## config.mk

```make
export PLATFORM = sky130hd
export DESIGN_NAME = pcti_entry_cell
export DESIGN_NICKNAME = d
export VERILOG_FILES = /design/src/pcti_pkg.sv /design/src/pcti_entry_cell.sv
export SDC_FILE = /design/constraint.sdc
export NUM_CORES = 1
export LEC_CHECK = 0
export ABC_AREA = 1
export ABC_CLOCK_PERIOD_IN_PS = 6250
export BUFFER_PORTS_ARGS = -buffer_cell sky130_fd_sc_hd__buf_4
export CAP_MARGIN = 30
export CORE_MARGIN = 5
export CORE_UTILIZATION = 45
export CTS_CLUSTER_DIAMETER = 120
export DETAILED_ROUTE_END_ITERATION = 10
export PLACE_DENSITY = 0.74
export SLEW_MARGIN = 20
export SYNTH_ARGS = -nofsm -noshare
export SYNTH_HDL_FRONTEND = slang
export SYNTH_SLANG_ARGS = --single-unit
```

## constraint.sdc

```tcl
create_clock -name clock -period 6.25 [get_ports clock]
set_clock_uncertainty 0.1 [all_clocks]
set_input_delay 0.9375 -clock clock [delete_from_list [all_inputs] [get_ports clock]]
set_output_delay 0.9375 -clock clock [all_outputs]
set_load 0.005 [all_outputs]
```

## src/pcti_pkg.sv

```systemverilog
// Types, constants and request codes of the palette colour indexer.
package pcti_pkg;

   localparam int TABLE_DEPTH   = 256;
   localparam int MISSING_DEPTH = 16;
   localparam int INDEX_BITS    = 8;
   localparam int TOTAL_CELLS   = TABLE_DEPTH + MISSING_DEPTH;

   typedef enum logic [1:0] {
      KIND_LOAD  = 2'd0,
      KIND_PIXEL = 2'd1,
      KIND_CLEAR = 2'd2
   } kind_type;

   typedef logic [INDEX_BITS-1:0] index_type;
   typedef logic [7:0]            field_index_type;

   typedef struct packed {
      logic [1:0]  kind;
      logic [31:0] colour;
      logic [7:0]  column;
      logic [9:0]  row;
   } req_payload_type;

   typedef struct packed {
      logic            found;
      field_index_type index;
      logic            duplicate_error;
      logic            first_missing;
      logic            missing_full;
      logic            table_full;
      logic            row_ignored;
   } rsp_payload_type;

   // Request state as it travels down the cell chain.
   typedef struct packed {
      logic        valid;
      logic [1:0]  kind;
      logic [31:0] colour;
      index_type   column;
      logic        ignored;   // load skipped by top line mode
      logic        hit;       // colour matched a palette entry
      index_type   index;     // index of the matching entry
      logic        placed;    // load written into a free entry
      logic        seen;      // pixel colour already in missing store
      logic        recorded;  // pixel colour written into missing store
   } token_type;

endpackage

```

## src/pcti_entry_cell.sv

```systemverilog
// One palette entry cell: holds a colour and its index, matches and fills in passing.
module pcti_entry_cell (
   input  logic                 clock,
   input  logic                 reset,
   input  logic                 advance,
   input  pcti_pkg::token_type  tok_in,
   output pcti_pkg::token_type  tok_out
);

   logic                 valid_ff;
   logic                 valid_in;
   logic [31:0]          colour_ff;
   pcti_pkg::index_type  index_ff;
   logic                 write;
   logic                 match;
   pcti_pkg::token_type  tok_ff;
   pcti_pkg::token_type  tok_in_next;

   assign match = valid_ff && (colour_ff == tok_in.colour);

   always_comb begin
      tok_in_next = tok_in;
      valid_in    = valid_ff;
      write       = 1'b0;
      if (tok_in.valid) begin
         case (tok_in.kind)
            pcti_pkg::KIND_LOAD: begin
               if (!tok_in.ignored && !tok_in.hit) begin
                  if (match) begin
                     tok_in_next.hit = 1'b1;
                  end else if (!valid_ff && !tok_in.placed) begin
                     write              = 1'b1;
                     valid_in           = 1'b1;
                     tok_in_next.placed = 1'b1;
                  end
               end
            end
            pcti_pkg::KIND_PIXEL: begin
               if (!tok_in.hit && match) begin
                  tok_in_next.hit   = 1'b1;
                  tok_in_next.index = index_ff;
               end
            end
            pcti_pkg::KIND_CLEAR: begin
               valid_in = 1'b0;
            end
            default: begin
            end
         endcase
      end
   end

   always_ff @(posedge clock) begin
      if (reset) begin
         valid_ff <= 1'b0;
         tok_ff   <= '0;
      end else if (advance) begin
         valid_ff <= valid_in;
         tok_ff   <= tok_in_next;
      end
   end

   always_ff @(posedge clock) begin
      if (advance && write) begin
         colour_ff <= tok_in.colour;
         index_ff  <= tok_in.column;
      end
   end

   assign tok_out = tok_ff;

endmodule

```

; ---- Yosys cells after proc, flatten, opt, wreduce, memory -nomap -nowiden
; Index checks and enable logic that the tools add are counted.
[totals]
regBits = 97
in_bits = 59
out_inout_bits = 56
wordCells = 50
[op_classes]
n_eq_ne = 6
mux = 19
reduce_logical = 12
[op_table]
columns = operator, n
row1 = $eq 32x32->1, 1
row2 = $mux 1, 14
row3 = $mux 10, 1
row4 = $mux 9, 1
row5 = $mux 8, 1
row6 = $ne 2x2->1 const B, 3
row7 = $reduce_and 6->1, 1
row8 = $logic_and 1x1->1, 5
row9 = $logic_not 1->1, 4
row10 = $pmux 1 s2, 2
row11 = $eq 2x1->1 const B, 1
row12 = $eq 2x2->1 const B, 1
row13 = $logic_not 2->1, 1
row14 = $reduce_bool 2->1, 1

; ---- Longest topological paths before layout
[depth]
depth_word = 8
ltp_mapped = 14

; ---- Worst setup path after synthesis
; OpenSTA, ideal clock, no wires.
[synth_path]
kind = input to register
from = in advance
to = reg colour_ff[0], enable pin
setup_ps = 489
arrival_time_ps = 4130
required_ps = 5661
slack_ps = 1532
cell_stages = 3
cell_sequence = clkbuf_1 -> inv_1 -> nor3_1
[synth_via]
elab_chain_cells = 1
[synth_rtl]
columns = element, line_no
row1 = start: declaration, pcti_entry_cell.sv:5  ; input logic advance,
row2 = $logic_and 1x1->1, pcti_entry_cell.sv:64  ; if (advance && write) begin
row3 = end signal: assignment, pcti_entry_cell.sv:65  ; colour_ff <= tok_in.colour;
row4 = end: declaration, pcti_entry_cell.sv:12  ; logic [31:0] colour_ff;
; No other way between the ends.
; A chain may end at the register's enable or synchronous reset.

; ---- Final worst setup path
[layout_path]
from = in advance
to = reg colour_ff[29], enable pin
; Same word-level chain as after synthesis.

==> results <==
- The critical path is of the in -> reg type.
- The clock latency of the later-clocked register in the worst-skew pair is 0.36 ns.
- The number of filler instances in the final layout is just over 800.
- For this run, design rule violations remaining after detail routing come to 0.
- The share of synthesized registers carrying an async set or reset is 0.
- The nature of the critical path endpoint is a flip-flop.
- The maximum vdd drop is 0.000166 V.
- The placed cell area is ~5200 µm².
- The net total in the final layout is 697.
- Setup violations remaining at the end of the flow were counted as 0.
- The arrival time of the worst setup path is 2.73 ns.
- The number of instances resized during post-cts repair is 0.
- The tree is rooted in a sky130_fd_sc_hd__clkbuf_8.
- The first global-routing pass estimated 16.6 mm of wire.
- The number of port buffers is between 100 and 150.
- The number of cells in the design after placement is 755.
- Data on the critical path is required at its endpoint by around 6 ns.
- The number of storage elements in the synthesis netlist is 97.
- The largest family of logic cells by synthesized area is simple AND/OR/NAND/NOR gates.
- The worst setup path is launched from a primary input.
- Among all cell types in the netlist, the one instantiated most often is sky130_fd_sc_hd__nand2_1.
- The floorplan has 35 rows.
- The clock-pin slew on the worst setup and hold paths is approximately 0.11 ns.
- Of the post-synthesis cell area, the part taken by muxes is 0.
- The clock tree from TritonCTS is yes.
- The biggest area contributor in the post-synthesis netlist is sky130_fd_sc_hd__edfxtp_1.
- The primary flip-flop cell chosen by synthesis mapping is sky130_fd_sc_hd__dfxtp_1.
- The maximum level of the CTS H-tree is 3.
- In this run the remaining antenna-violating nets after routing total 0.
- The number of clock buffers added by TritonCTS is 9.
- The clock passes through at most 2 buffers.
- The post-layout minimum cycle time is approximately 2.8 ns.
- Of the total synthesized cell area, the portion taken by full adders, half adders and majority gates is 0.
- The number of hold buffers added after CTS was 0.
- In this run the cell area of the synthesized design comes to 4250 µm².
- Counting every net in the synthesized netlist gives 586.
- The run finished with clean final reports.
- The class of the tightest hold or removal check is reg -> reg.
- The maximum fanout encountered on the critical timing path is 83.
- Yosys attributes the largest share of cell area to sky130_fd_sc_hd__edfxtp_1 (28%), sky130_fd_sc_hd__dfxtp_1 (27%), sky130_fd_sc_hd__nand2_1 (11%).
- The total power is between 1 and 1.5 mW.
- Measured on the finished design, the core utilization comes to 0.586.
- Setup total negative slack on the finished layout was measured at 0 ns.
- Of the cells placed in the final design, the portion with a size suffix greater than 1 is 0.236.
- The sequential cells in the finished layout cover a total of 2340 µm².
- The remaining global-route overflow is 0.
- The fraction of the mapped netlist area in compound gates is 0.109.
- The headroom to the max-slew limit is 0.531.
- The post-layout instance count excluding filler cells is 772.
- The die span in y is 107 µm.
- The post-synthesis xor/xnor area fraction is 0.0103.
- The weighted congestion at the end of routability-driven global placement is between 0.8 and 0.9.
- Across the run, the number of max-cap violations was 0.
- The HPWL reported at the end of detailed placement is 7.79 mm.
- The number of failing hold endpoints at the final stage is 0.
- The core region is 9240 µm².
- Counting flops with a built-in enable in the synthesized netlist gives 40.
- During synthesis, Yosys emitted a total of 0 warnings.
- The die extent in x is 107 µm.
- The power per cell area is roughly 230 nW/µm².
- After detailed routing, the average wire length per cell comes to roughly 13 µm.
- The die covers 11500 µm².
- The per-instance average area after synthesis is 8.06 µm².
- Ranked by instance count, the synthesized netlist is headed by sky130_fd_sc_hd__nand2_1 (125), sky130_fd_sc_hd__inv_1 (87), sky130_fd_sc_hd__dfxtp_1 (57).
- The number of antenna diodes in the final layout is 0.
- The post-route cell area is 5420 µm².
- Compared with the post-synthesis result, the final layout area differs by 27.5%.
- The vias per cell is 4.75.
- For this block, the initial DRC count from the detailed router was 147.
- Pin placement for this block handled 115 I/O pins.
- The number of distinct standard cells referenced by the synthesized netlist is 26.
- The share of the clock period used by the worst path after layout is 0.451.
- Of the total synthesized cell area, the portion taken by AND, OR, NAND and NOR gates is 0.233.
- For this design the static power due to leakage is 2.62 nW.
- Summing all multi-input logic gate instances after layout gives 1500 µm².
- The number of antenna violations at the first check in global routing is 0.
- For this run, the register share of the synthesized area comes to 0.551.
- The share of synthesized area in the top cell type comes to 0.283.
- The initial standard-cell utilization of the core is 0.460.
- Entering global routing, the biggest net connects 84 pins.
- Post-CTS timing repair inserted 0 buffers for setup.
- The clock sink count is 97.
- The routed wire length is 10.3 mm.
- The first TritonRoute pass finished after 4 iterations.
- The number of global-route vias before repair is roughly 3400.
- Synthesis produced 527 cells.
- The slew at the pin with the worst max-slew slack is 0.704 ns.
- Setup repair after global routing left no endpoint under its margin.
- The number of slew-limit violations in the final report was 0.
- The count of vias placed by the detailed router is 3664.
- For this run, the total global-route usage over all layers was measured as 0.181.
- The maximum achievable frequency is around 350 MHz.
## cell families (layout without fill, tap and decap cells)
family | Yosys count | after routing
buffers and inverters | 107 | 223
AND/OR/NAND/NOR | 229 | 229
AO/OA/AOI/OAI | 89 | 89
flip-flops | 97 | 97
XOR/XNOR | 5 | 5
## stage by stage
| stage | hold slack (ns) | setup slack [ns] |
|---|---|---|
| after floorplan | 0.358 | 1.53 |
| after global placement | 0.357 | 2.88 |
| after detailed placement | 0.356 | 2.84 |
| after CTS | 0.373 | 3.23 |
| after global routing | 0.389 | 3.27 |
| final | 0.375 | 3.43 |
## area by class of cell
type | count | share of cell area
Inverter | 90 | 0.0623
Tap cell | 129 | 0.0298
Clock buffer | 9 | 0.0229
Multi-Input combinational cell | 323 | 0.277
Clock inverter | 7 | 0.0109
Sequential cell | 97 | 0.432
Timing Repair Buffer | 117 | 0.165
## layer usage
layer / wire (µm) / track usage / part of all wire / vias up
met5: 0 / 0 / 0 / -
met1: 4830 / 0.247 / 0.47 / 1654
met4: 157 / 0.0575 / 0.015 / 0
met3: 587 / 0.0446 / 0.057 / 13
li1: - / - / - / 1899
met2: 4760 / 0.282 / 0.46 / 98
## registers in the layout, indices dropped and copies added, names as in the netlist
| signal | cells |
|---|---|
| colour_ff | 32 |
| valid_ff | 1 |
| index_ff | 8 |
| tok_out | 56 |
## layout by cell type (no fill, tap or decap), drive strengths merged
cell type	Yosys	layout
buf	4	117
clkinvlp	0	2
or2	1	1
nor2	60	60
nor4	1	1
xnor2	5	5
a21oi	41	41
nand2	130	130
nand3b	2	2
edfxtp	40	40
o21ai	46	46
inv	90	95
nor3	4	4
clkbuf	13	9
nand4	16	16
a211oi	2	2
nand3	15	15
dfxtp	57	57
## worst paths after layout
check	start	endpoint	slack, ns	cells after the start
setup / recovery	advance	colour_ff[29]$_DFFE_PP_	3.43	5
hold / removal	tok_out[4]$_SDFFE_PP0P_	tok_out[4]$_SDFFE_PP0P_	0.37	2
setup reg to reg	colour_ff[16]$_DFFE_PP_	tok_out[7]$_SDFFE_PP0P_	4.39	11
hold reg to reg	tok_out[4]$_SDFFE_PP0P_	tok_out[4]$_SDFFE_PP0P_	0.37	2
## power breakdown
group          switching, mW  internal, mW  total [mW]  leakage (nW)
logic                 0.0791        0.0767       0.156          1.70
clock network          0.236         0.152       0.388        0.0891
registers             0.0129         0.683       0.696         0.833
## critical path, stage by stage
cell and delay [ns]:
sky130_fd_sc_hd__buf_4 0.55, sky130_fd_sc_hd__inv_1 0.31, sky130_fd_sc_hd__buf_8 0.25, sky130_fd_sc_hd__nor3_2 0.18, sky130_fd_sc_hd__buf_4 0.46
Note: power is estimated with default switching activity, not from simulation.
