### config.mk
export PLATFORM = sky130hd
export DESIGN_NAME = pcti_miss_cell
export DESIGN_NICKNAME = d
export VERILOG_FILES = /design/src/pcti_pkg.sv /design/src/pcti_miss_cell.sv
export SDC_FILE = /design/constraint.sdc
export NUM_CORES = 1
export LEC_CHECK = 0
export BUFFER_PORTS_ARGS = -buffer_cell sky130_fd_sc_hd__buf_2
export CAP_MARGIN = 20
export CORE_ASPECT_RATIO = 0.8
export CORE_MARGIN = 2
export CORE_UTILIZATION = 27
export CTS_BUF_LIST = sky130_fd_sc_hd__clkbuf_8
export DETAILED_ROUTE_END_ITERATION = 6
export PLACE_DENSITY_LB_ADDON = 0.05
export SLEW_MARGIN = 20
export SYNTH_ARGS = -nofsm -noshare
export SYNTH_HDL_FRONTEND = slang
export SYNTH_SLANG_ARGS = --single-unit
### constraint.sdc
create_clock -name clock -period 4.17 [get_ports clock]
set_input_delay 0.6255 -clock clock [delete_from_list [all_inputs] [get_ports clock]]
set_output_delay 0.6255 -clock clock [all_outputs]
set_load 0.03 [all_outputs]
### src/pcti_pkg.sv
// Types, constants and request codes of the palette colour indexer.
package pcti_pkg;

   localparam int TABLE_DEPTH   = 256;
   localparam int MISSING_DEPTH = 16;
   localparam int INDEX_BITS    = 8;
   localparam int TOTAL_CELLS   = TABLE_DEPTH + MISSING_DEPTH;

   typedef enum logic [1:0] {
      KIND_LOAD  = 2'd0,
      KIND_PIXEL = 2'd1,
      KIND_CLEAR = 2'd2
   } kind_type;

   typedef logic [INDEX_BITS-1:0] index_type;
   typedef logic [7:0]            field_index_type;

   typedef struct packed {
      logic [1:0]  kind;
      logic [31:0] colour;
      logic [7:0]  column;
      logic [9:0]  row;
   } req_payload_type;

   typedef struct packed {
      logic            found;
      field_index_type index;
      logic            duplicate_error;
      logic            first_missing;
      logic            missing_full;
      logic            table_full;
      logic            row_ignored;
   } rsp_payload_type;

   // Request state as it travels down the cell chain.
   typedef struct packed {
      logic        valid;
      logic [1:0]  kind;
      logic [31:0] colour;
      index_type   column;
      logic        ignored;   // load skipped by top line mode
      logic        hit;       // colour matched a palette entry
      index_type   index;     // index of the matching entry
      logic        placed;    // load written into a free entry
      logic        seen;      // pixel colour already in missing store
      logic        recorded;  // pixel colour written into missing store
   } token_type;

endpackage

### src/pcti_miss_cell.sv
// One missing-colour cell: holds a missed colour, matches and records in passing.
module pcti_miss_cell (
   input  logic                 clock,
   input  logic                 reset,
   input  logic                 advance,
   input  pcti_pkg::token_type  tok_in,
   output pcti_pkg::token_type  tok_out
);

   logic                 valid_ff;
   logic                 valid_in;
   logic [31:0]          colour_ff;
   logic                 write;
   pcti_pkg::token_type  tok_ff;
   pcti_pkg::token_type  tok_in_next;

   always_comb begin
      tok_in_next = tok_in;
      valid_in    = valid_ff;
      write       = 1'b0;
      if (tok_in.valid) begin
         case (tok_in.kind)
            pcti_pkg::KIND_PIXEL: begin
               if (!tok_in.hit && !tok_in.seen && !tok_in.recorded) begin
                  if (valid_ff && (colour_ff == tok_in.colour)) begin
                     tok_in_next.seen = 1'b1;
                  end else if (!valid_ff) begin
                     write                = 1'b1;
                     valid_in             = 1'b1;
                     tok_in_next.recorded = 1'b1;
                  end
               end
            end
            pcti_pkg::KIND_CLEAR: begin
               valid_in = 1'b0;
            end
            default: begin
            end
         endcase
      end
   end

   always_ff @(posedge clock) begin
      if (reset) begin
         valid_ff <= 1'b0;
         tok_ff   <= '0;
      end else if (advance) begin
         valid_ff <= valid_in;
         tok_ff   <= tok_in_next;
      end
   end

   always_ff @(posedge clock) begin
      if (advance && write) begin
         colour_ff <= tok_in.colour;
      end
   end

   assign tok_out = tok_ff;

endmodule

Word-level counts from Yosys, hierarchy flattened
Index checks and enable logic that the tools add are counted.

Bits in registers: 89. Bits of input ports: 59. Output and inout bits: 56. Logic and storage cells: 40.

Eq/ne operators: 5. Multiplexer cells: 14. Reduce and logical (&&, ||, !) cells: 9.

Operators by type and width (number): == test 32 bit (1); 2-to-1 mux 1 bit (10); 2-to-1 mux 2 bit (3); AND reduction 5 bit (1); logical AND 1 bit (4); inequality test 2 bit (second input constant) (2); zero test 1 bit (3); == test 2 x 1 -> 1 bit (second input constant) (1); == test 2 bit (second input constant) (1); case mux 1 bit (2 select lines) (1); nonzero test 2 bit (1).

Longest topological paths before layout
Gate-level depths: netlist of the first run.

Word-level depth: 7. Depth in mapped cells: 5. Mapped depth without buffers: 4.

Least setup slack after synthesis of the first run
OpenSTA, ideal clock, no wires.

Path kind: input -> register. From: input port advance. To: register colour_ff[0] (enable). Setup time: 421 ps. Arrival: 2421 ps. Required time: 3749 ps. Setup slack: 1328 ps. Stages: 4. Buffers on the path: 1. Cell sequence: buf_2 -> nor3b_2 -> nand4_1 -> nor2_1.

Cells in the longest elaborated chain, start to end: 1.

Ends and longest elaborated chain: from (decl) (line pcti_miss_cell.sv:5) `input logic advance,`; logical AND 1 bit (line pcti_miss_cell.sv:54) `if (advance && write) begin`; to (signal assigned) (line pcti_miss_cell.sv:55) `colour_ff <= tok_in.colour;`; to (decl) (line pcti_miss_cell.sv:12) `logic [31:0] colour_ff;`.

Every way passes these cells. A chain may end at the register's enable or synchronous reset.

Worst setup path after layout of the first run
From: input port advance. To: register colour_ff[13] (enable).

The elaborated chain is that of the path after synthesis.

==> flow_metrics.py, run 1 <==
metrics = {
    "placement": {
        "gpl.final_weighted_congestion": 0.6749,
        "portBuffers": 114,
        "post-place-ws_ns": 1.376,
        "dp_hpwl_um": 5310,
    },
    "finish": {
        "fin_nets": 445,
        "final_core_util_pct": 35.29,
        "antennaDiodeCount": 0,
        "syn2layout_area_growth_pct": 27.71,
        "drive_gt1_share_pct": 34.02,
        "n_fill_cell": 1275,
    },
    "die": {
        "initial_utilization_pct": 27.63,
        "dieArea_um2": 13410,
        "num_rows": 36,
        "core_um2": 12210,
        "die-width_um": 129.0,
        "pin_count": 115,
        "dieHeight_um": 104.0,
    },
    "global_routing": {
        "antenna_found_initial": 0,
        "grt_pass1_vias": 2225,
        "grt_usage_pct": 11.97,
        "grt_pass1_wl_um": 12100,
        "grt-ovfl-total": 0,
        "grt_max_degree": 59,
    },
    "worst_hold_path": {
        "min_to": "colour_ff[24]",
        "whs_path_depth": 1,
        "holdCritStartpoint": "tok_in[45]",
        "hold_class": "input port to flop",
    },
    "timing": {
        "final.setup.tns_ns": 0,
        "worst_slack_ns": 1.812,
        "finalSetupViolCount": 0,
        "timing.final.crit_share_pct": 56.55,
        "worst_pin_slew_ns": 0.9281,
        "rsz0062_at_grt": "false",
        "max_freq_ghz": 0.4241,
        "relSlewSlack_pct": 37.98,
        "hold_viol": 0,
        "final_max_slew_viol_count": 0,
        "period_minus_slack_ns": 2.358,
        "finClkSkew_ns": 0.009913,
    },
    "power_and_ir_drop": {
        "power.density_nw_per_um2": 412.7,
        "switchingPower_uw": 482.7,
        "seqPwrFrac_pct": 53.2,
        "p_sw_share_pct": 27.15,
        "p_int_mw": 1.295,
        "clock_power_share_pct": 33.7,
        "power_frac_comb_pct": 13.1,
        "p_leak_nw": 1.918,
        "ir_drop_uv": 173.9,
    },
    "synthesis": {
        "synth-edff-count": 32,
        "ys.flop_type": "dfxtp_1",
        "async_reset_ff_share_pct": 0,
        "syn-instance-count": 272,
        "syn_nets": 331,
        "synth_cell_types": 24,
        "seq_area_frac_synth_pct": 62.31,
        "synth_area_per_cell_um2": 12.40,
        "ys_warn_count": 0,
        "ys_seq_elements": 89,
        "syn_area_um2": 3373,
    },
    "worst_setup_path": {
        "crit_family": "simple AND/OR/NAND/NOR gates",
        "cp_max_fo": 32,
        "slowest_stage": "nor2_4",
        "rrSetupSlack_ns": 2.67,
        "crit_chain": "buf_4 -> nor3b_2 -> nand4_1 -> nor2_4",
        "required_ns": 4.15,
        "timing.rr.start": "valid_ff",
        "crit_path_max_incr_delay_ns": 0.77,
        "cp_num_buf_inv": 1,
        "rr_worst_depth": 1,
        "cp-end-kind": "flop",
        "r2r_end": "colour_ff[13]",
        "start_kind": "input port",
        "path_class": "input port to flop",
        "arrival_ns": 2.34,
    },
    "cts": {
        "clk_latency_ns": 0.36,
        "cts-resized-gates": 0,
        "cts_tree": "yes",
        "cts_sinks": 89,
        "cts_buffer_depth": 2,
        "postCtsSetupBuffers": 0,
        "htreeDepth": 3,
        "hold_buffers": 0,
        "clkTransAtPathRegs_ns": 0.09,
        "root_buffer": "clkbuf_8",
        "numCtsBuffers": 9,
    },
    "run_status": {
        "outcome": "finished, final reports clean",
    },
    "detailed_routing": {
        "wl_per_cell_um": 13.78,
        "drt-pass1-iter-count": 4,
        "wirelength_um": 7744,
        "num_vias": 2281,
        "drc": 0,
        "drt-initial-drc-count": 99,
        "detail_route.vias_per_cell": 4.059,
        "ant_nets": 0,
    },
    "job": {
        "drv_cap": 0,
    },
}
-- through the flow --
stage	power [mW]	cells	hold slack (ns)	instance area [µm²]
finish	1.778	562	0.4769	4308
global route	1.873	562	0.4550	4308
CTS	1.816	562	0.4572	4308
detailed placement	1.203	546	0.4657	4115
global placement	1.201	546	0.4678	4115
floorplan	1.113	272	0.4578	3373
-- sequential cells by signal, summed over array words and instances, names as in the netlist --
| signal | cells |
|---|---|
| tok_out | 56 |
| valid_ff | 1 |
| colour_ff | 32 |
-- area by class of cell --
type	instances	area [µm²]	area share (%)
multi-input cells	167	1200	27.85
flip-flops and latches	89	2102	48.79
clock inverters	7	68.82	1.597
inverters	3	11.26	0.2614
repair buffers	116	588.1	13.65
clock buffers	9	123.9	2.875
well taps	171	214.0	4.967
-- power by group through the flow --
stage	clock network [mW]	registers, mW	logic [mW]
2_1_floorplan	0	1.03	0.0834
4_1_cts	0.632	0.946	0.238
5_1_grt	0.670	0.950	0.253
6_report	0.600	0.946	0.232
3_3_place_gp	0	0.966	0.236
3_5_place_dp	0	0.966	0.237
-- worst max-delay path by stage --
stage               slack (ns)  startpoint  depth (start not counted)       endpoint
floorplan                 1.33     advance                          4   colour_ff[0]
global placement          1.39     advance                          4  colour_ff[14]
detailed placement        1.38     advance                          4  colour_ff[28]
CTS                       1.76     advance                          4  colour_ff[13]
global route              1.66     advance                          4  colour_ff[13]
finish                    1.81     advance                          4  colour_ff[13]
-- per-layer routing --
metal / vias up / track usage, % / wire length [µm]
li1: 1158 / - / -
met1: 1033 / 16.52 / 3755
met2: 82 / 17.23 / 3329
met3: 8 / 4.424 / 572
met4: 0 / 3.960 / 87
met5: - / 0 / 0
-- synth_stat cells, types with 2 or more instances --
library cell | number | area, µm²
edfxtp_1 | 32 | 960.9
nand2_1 | 2 | 7.510
nor4_1 | 2 | 12.51
buf_2 | 3 | 15.01
nand4_1 | 7 | 43.79
nand2b_1 | 3 | 18.77
inv_1 | 3 | 11.26
buf_4 | 4 | 30.03
dfxtp_1 | 57 | 1141
xnor2_1 | 29 | 254.0
nor2_1 | 56 | 210.2
nor2b_1 | 3 | 18.77
mux2i_1 | 55 | 550.5
clkbuf_1 | 6 | 22.52
-- cells in the final DEF, fill, tap and decap left out, types with 2 or more instances in the layout --
cell type  synthesis  layout
nand2b_1           3       3
nand2_1            2       2
edfxtp_1          32      32
mux2i_1           55      55
dfxtp_1           57      57
inv_1              3       4
inv_4              0       2
nor4_1             2       2
nand4_1            7       7
clkbuf_8           0       9
nor2_1            56      55
nor2b_1            3       3
xnor2_1           29      29
buf_4              4       3
buf_2              3     113
-- cell families (layout without fill, tap and decap cells) --
family / Yosys count / count (layout) / share of synthesized area [%]
XOR/XNOR: 29 / 29 / 7.530
AO/OA/AOI/OAI: 6 / 6 / 1.372
flip-flops: 89 / 89 / 62.31
AND/OR/NAND/NOR: 77 / 77 / 10.13
multiplexers: 55 / 55 / 16.32
buffers and inverters: 16 / 135 / 2.337
Note: power is estimated with default switching activity, not from simulation.
==> inputs of run 2 (changes only) <==
Clock period 4.17 ns to 2.3 ns, I/O delays scaled along.
==> flow_metrics.py, run 2 (synthesis results as in run 1) <==
metrics = {
    "run_status": {
        "outcome": "finished, final reports clean",
    },
    "detailed_routing": {
        "drc": 0,
        "drt-initial-drc-count": 92,
        "num_vias": 2308,
        "ant_nets": 0,
        "wirelength_um": 7811,
        "detail_route.vias_per_cell": 4.092,
        "wl_per_cell_um": 13.85,
        "drt-pass1-iter-count": 4,
    },
    "cts": {
        "root_buffer": "clkbuf_8",
        "numCtsBuffers": 9,
        "cts_buffer_depth": 2,
        "cts_tree": "yes",
        "clk_latency_ns": 0.35,
        "cts_sinks": 89,
        "hold_buffers": 0,
        "postCtsSetupBuffers": 0,
        "clkTransAtPathRegs_ns": 0.09,
        "cts-resized-gates": 0,
        "htreeDepth": 3,
    },
    "die": {
        "dieHeight_um": 104.0,
        "dieArea_um2": 13410,
        "initial_utilization_pct": 27.63,
        "core_um2": 12210,
        "die-width_um": 129.0,
        "num_rows": 36,
        "pin_count": 115,
    },
    "timing": {
        "relSlewSlack_pct": 68.66,
        "period_minus_slack_ns": 1.370,
        "final.setup.tns_ns": 0,
        "finalSetupViolCount": 0,
        "max_freq_ghz": 0.7301,
        "final_max_slew_viol_count": 0,
        "rsz0062_at_grt": "false",
        "worst_pin_slew_ns": 0.4700,
        "finClkSkew_ns": 0.004812,
        "hold_viol": 0,
        "timing.final.crit_share_pct": 59.55,
    },
    "power_and_ir_drop": {
        "power.density_nw_per_um2": 737.2,
        "ir_drop_uv": 391.2,
        "p_leak_nw": 1.931,
    },
    "worst_setup_path": {
        "rr_worst_depth": 4,
        "start_kind": "flop",
        "required_ns": 2.60,
        "cp_max_fo": 1,
        "rrSetupSlack_ns": 0.93,
        "cp_num_buf_inv": 0,
        "path_class": "flop to flop",
        "timing.rr.start": "colour_ff[12]",
        "r2r_end": "tok_out[1]",
        "crit_path_max_incr_delay_ns": 0.40,
        "slowest_stage": "nor4_1",
        "arrival_ns": 1.67,
        "crit_family": "simple AND/OR/NAND/NOR gates",
        "crit_chain": "xnor2_1 -> nand4_1 -> nor4_1 -> a31o_1",
        "cp-end-kind": "flop",
    },
    "job": {
        "drv_cap": 0,
    },
    "finish": {
        "antennaDiodeCount": 0,
        "layout_common_cells": "buf_2, dfxtp_1, nor2_1, mux2i_1, edfxtp_1",
        "largest_reg_flops": 56,
        "seq_area_um2": 2102,
        "n_fill_cell": 1287,
        "final_core_util_pct": 35.48,
        "multiInputGateArea_um2": 1200,
        "drive_gt1_share_pct": 33.59,
        "fin_nets": 447,
        "syn2layout_area_growth_pct": 28.38,
        "final_area_um2": 4330,
        "final_common_cell": "buf_2",
    },
    "global_routing": {
        "grt_max_degree": 58,
        "met2_usage_pct": 16.06,
        "grt_pass1_vias": 2169,
        "grt_use_met3_pct": 4.475,
        "grt-ovfl-total": 0,
        "antenna_found_initial": 0,
        "top_usage_layer": "met1",
        "grt.met1_usage_pct": 17.57,
        "grt_pass1_wl_um": 12090,
        "grt_usage_pct": 11.99,
    },
    "placement": {
        "gpl.final_weighted_congestion": 0.7018,
        "dp_hpwl_um": 5534,
        "placed_area_um2": 4143,
        "portBuffers": 114,
    },
    "worst_hold_path": {
        "whs_path_depth": 1,
        "holdCritStartpoint": "tok_in[48]",
        "hold_class": "input port to flop",
        "min_to": "colour_ff[27]",
    },
}
## run 2: worst max-delay path by stage
stage	endpoint	start	depth (start not counted)
6_report	tok_out[1]	colour_ff[12]	4
5_1_grt	tok_out[1]	colour_ff[12]	4
4_1_cts	tok_out[1]	colour_ff[12]	4
3_5_place_dp	colour_ff[18]	advance	5
3_3_place_gp	colour_ff[14]	advance	5
2_1_floorplan	colour_ff[0]	advance	4
## run 2: metrics by stage
step	hold WS [ns]	power [mW]	worst slack, ns	cells
after floorplan	0.4439	2.018	0.2536	272
after global placement	0.4675	2.184	0.6080	548
after detailed placement	0.4663	2.185	0.5983	548
after CTS	0.1813	3.261	0.9150	564
after global routing	0.1788	3.352	0.8099	564
final	0.2054	3.192	0.9302	564
## run 2: metal layers
metal	up-vias	part of all wire [%]
met5	-	0
met4	0	1.4
met3	8	6.4
met2	80	40
met1	1054	52
li1	1166	-
## run 2: cell type report
type | instances | area share (%)
Multi-Input combinational cell | 167 | 27.71
Clock inverter | 6 | 1.156
Inverter | 3 | 0.2600
Clock buffer | 10 | 3.178
Timing Repair Buffer | 118 | 14.22
Sequential cell | 89 | 48.54
Tap cell | 171 | 4.941
## run 2: report_power, final
group	leakage [nW]	internal, mW	switching [mW]
combinational	1.07	0.159	0.266
clock	0.104	0.516	0.537
sequential	0.758	1.69	0.0274
==> inputs of run 3 (changes only) <==
Clock period 2.3 ns to 1.1 ns, I/O delays scaled along.
==> flow_metrics.py, run 3 (synthesis results as in run 1) <==
metrics = {
    "cts": {
        "cts_buffer_depth": 2,
        "hold_buffers": 0,
        "htreeDepth": 3,
        "clk_latency_ns": 0.36,
        "clkTransAtPathRegs_ns": 0.08,
        "cts_sinks": 89,
        "cts_tree": "yes",
        "numCtsBuffers": 9,
        "root_buffer": "clkbuf_8",
    },
    "worst_setup_path": {
        "required_ns": 1.39,
        "cp_max_fo": 1,
        "crit_path_max_incr_delay_ns": 0.38,
        "cp_num_buf_inv": 0,
        "cp-endpoint": "tok_out[1]",
        "slowest_stage": "edfxtp_1",
        "crit_family": "simple AND/OR/NAND/NOR gates",
        "r2r_end": "tok_out[1]",
        "cp-end-kind": "flop",
        "start_kind": "flop",
        "crit_chain": "xnor2_1 -> nand4_1 -> nor4_2 -> a31o_1",
        "rrSetupSlack_ns": -0.25,
        "rr_worst_depth": 4,
        "critPathLaunch": "colour_ff[12]",
        "path_class": "flop to flop",
        "path_depth": 4,
        "arrival_ns": 1.64,
        "timing.rr.start": "colour_ff[12]",
    },
    "timing": {
        "final_max_slew_viol_count": 0,
        "worst_slack_ns": -0.2476,
        "relSlewSlack_pct": 58.02,
        "finClkSkew_ns": 0.01344,
        "hold_viol": 0,
        "period_minus_slack_ns": 1.348,
        "final.setup.tns_ns": -1.167,
        "worst_pin_slew_ns": 0.6296,
        "max_freq_ghz": 0.7421,
        "timing.final.crit_share_pct": 122.5,
        "finalSetupViolCount": 33,
        "rsz0062_at_grt": "true",
        "hold_slack_ns": 0.03148,
    },
    "job": {
        "drv_cap": 0,
    },
    "global_routing": {
        "grt_max_degree": 58,
        "met2_usage_pct": 18.52,
        "grt_pass1_vias": 2310,
        "grt-ovfl-total": 0,
        "grt_use_met3_pct": 3.909,
        "grt_usage_pct": 12.52,
        "grt_pass1_wl_um": 12660,
        "antenna_found_initial": 0,
        "grt.met1_usage_pct": 17.30,
        "top_usage_layer": "met2",
    },
    "worst_hold_path": {
        "hold_class": "input port to flop",
    },
    "power_and_ir_drop": {
        "power_frac_comb_pct": 14.4,
        "p_leak_nw": 2.119,
        "seqPwrFrac_pct": 51.8,
        "ir_drop_uv": 556.5,
        "power.density_nw_per_um2": 1449,
        "p_int_mw": 5.197,
        "p_sw_share_pct": 24.94,
        "clock_power_share_pct": 33.7,
        "switchingPower_mw": 1.727,
    },
    "die": {
        "initial_utilization_pct": 27.63,
        "die-width_um": 129.0,
        "num_rows": 36,
        "dieArea_um2": 13410,
        "pin_count": 115,
        "dieHeight_um": 104.0,
        "core_um2": 12210,
    },
    "placement": {
        "placed_area_um2": 4345,
        "dp_hpwl_um": 5869,
        "gpl.final_weighted_congestion": 0.6779,
        "post-place-ws_ns": -0.2871,
        "portBuffers": 114,
    },
    "finish": {
        "final_area_um2": 4780,
        "syn2layout_area_growth_pct": 41.69,
        "antennaDiodeCount": 0,
        "largest_reg_flops": 56,
        "fin_nets": 476,
        "layout_common_cells": "buf_2, dfxtp_1, nor2_1, mux2i_1, buf_4",
        "final_common_cell": "buf_2",
        "drive_gt1_share_pct": 39.43,
    },
    "detailed_routing": {
        "num_vias": 2449,
        "detail_route.vias_per_cell": 4.137,
        "wl_per_cell_um": 14.00,
        "drt-pass1-iter-count": 4,
        "drt-initial-drc-count": 88,
        "wirelength_um": 8287,
        "drc": 0,
        "ant_nets": 0,
    },
    "run_status": {
        "outcome": "complete, but fails checks",
        "violations": "negative setup slack",
    },
}
## run 3: changes by cell type in the layout (fill, tap and decap cells not counted), sizes merged
cell and delta:
bufinv +1, clkinv -1, buf +15, clkbuf +13
## run 3: power groups by stage
stage | Combinational [mW] | Sequential (mW) | Clock (mW)
6_report | 0.999 | 3.59 | 2.34
4_1_cts | 0.981 | 3.59 | 2.47
5_1_grt | 1.08 | 3.61 | 2.60
3_5_place_dp | 0.970 | 3.66 | 0
3_3_place_gp | 0.965 | 3.66 | 0
2_1_floorplan | 0.318 | 3.90 | 0
## run 3: repair_timing
action,in CTS,in global routing
setup buffers,3,1
resized for setup,8,52
pin swaps,1,2
cloned,2,1
endpoints found under the setup margin,20,56
## run 3: layout make-up
class	count	area [µm²]
Fill cell	1240	7427
Sequential cell	89	2103
Multi-Input combinational cell	167	1220
Timing Repair Buffer	147	1030
Tap cell	171	214.0
Clock buffer	9	123.9
Clock inverter	6	77.57
Inverter	3	11.26
## run 3: per-layer routing
layer,vias up,part of all wire [%]
met3,8,5.6
met1,1148,48
met4,0,1.4
li1,1228,-
met2,65,45
met5,-,0
## run 3: metrics by stage
stage	power, mW	instances	utilization, %
finish	6.924	592	39.16
global route	7.290	592	39.16
CTS	7.039	590	38.17
detailed placement	4.631	570	35.60
global placement	4.625	570	35.60
floorplan	4.221	272	-
## run 3: worst register-to-register path: cells and delay by family (launching register included)
family	cells	cell delay, ns
simple gates	2	0.45
flops	1	0.38
xor+xnor	1	0.29
compound gates	1	0.18
## run 3: how the worst min path moves through the flow
stage | end | start | slack (ns) | cells after the start
6_report | colour_ff[0] | tok_in[21] | 0.03 | 1
5_1_grt | colour_ff[0] | tok_in[21] | 0.008 | 1
3_3_place_gp | colour_ff[3] | tok_in[24] | 0.39 | 1
2_1_floorplan | colour_ff[0] | tok_in[21] | 0.26 | 0
3_5_place_dp | colour_ff[0] | tok_in[21] | 0.39 | 1
4_1_cts | colour_ff[0] | tok_in[21] | 0.008 | 1
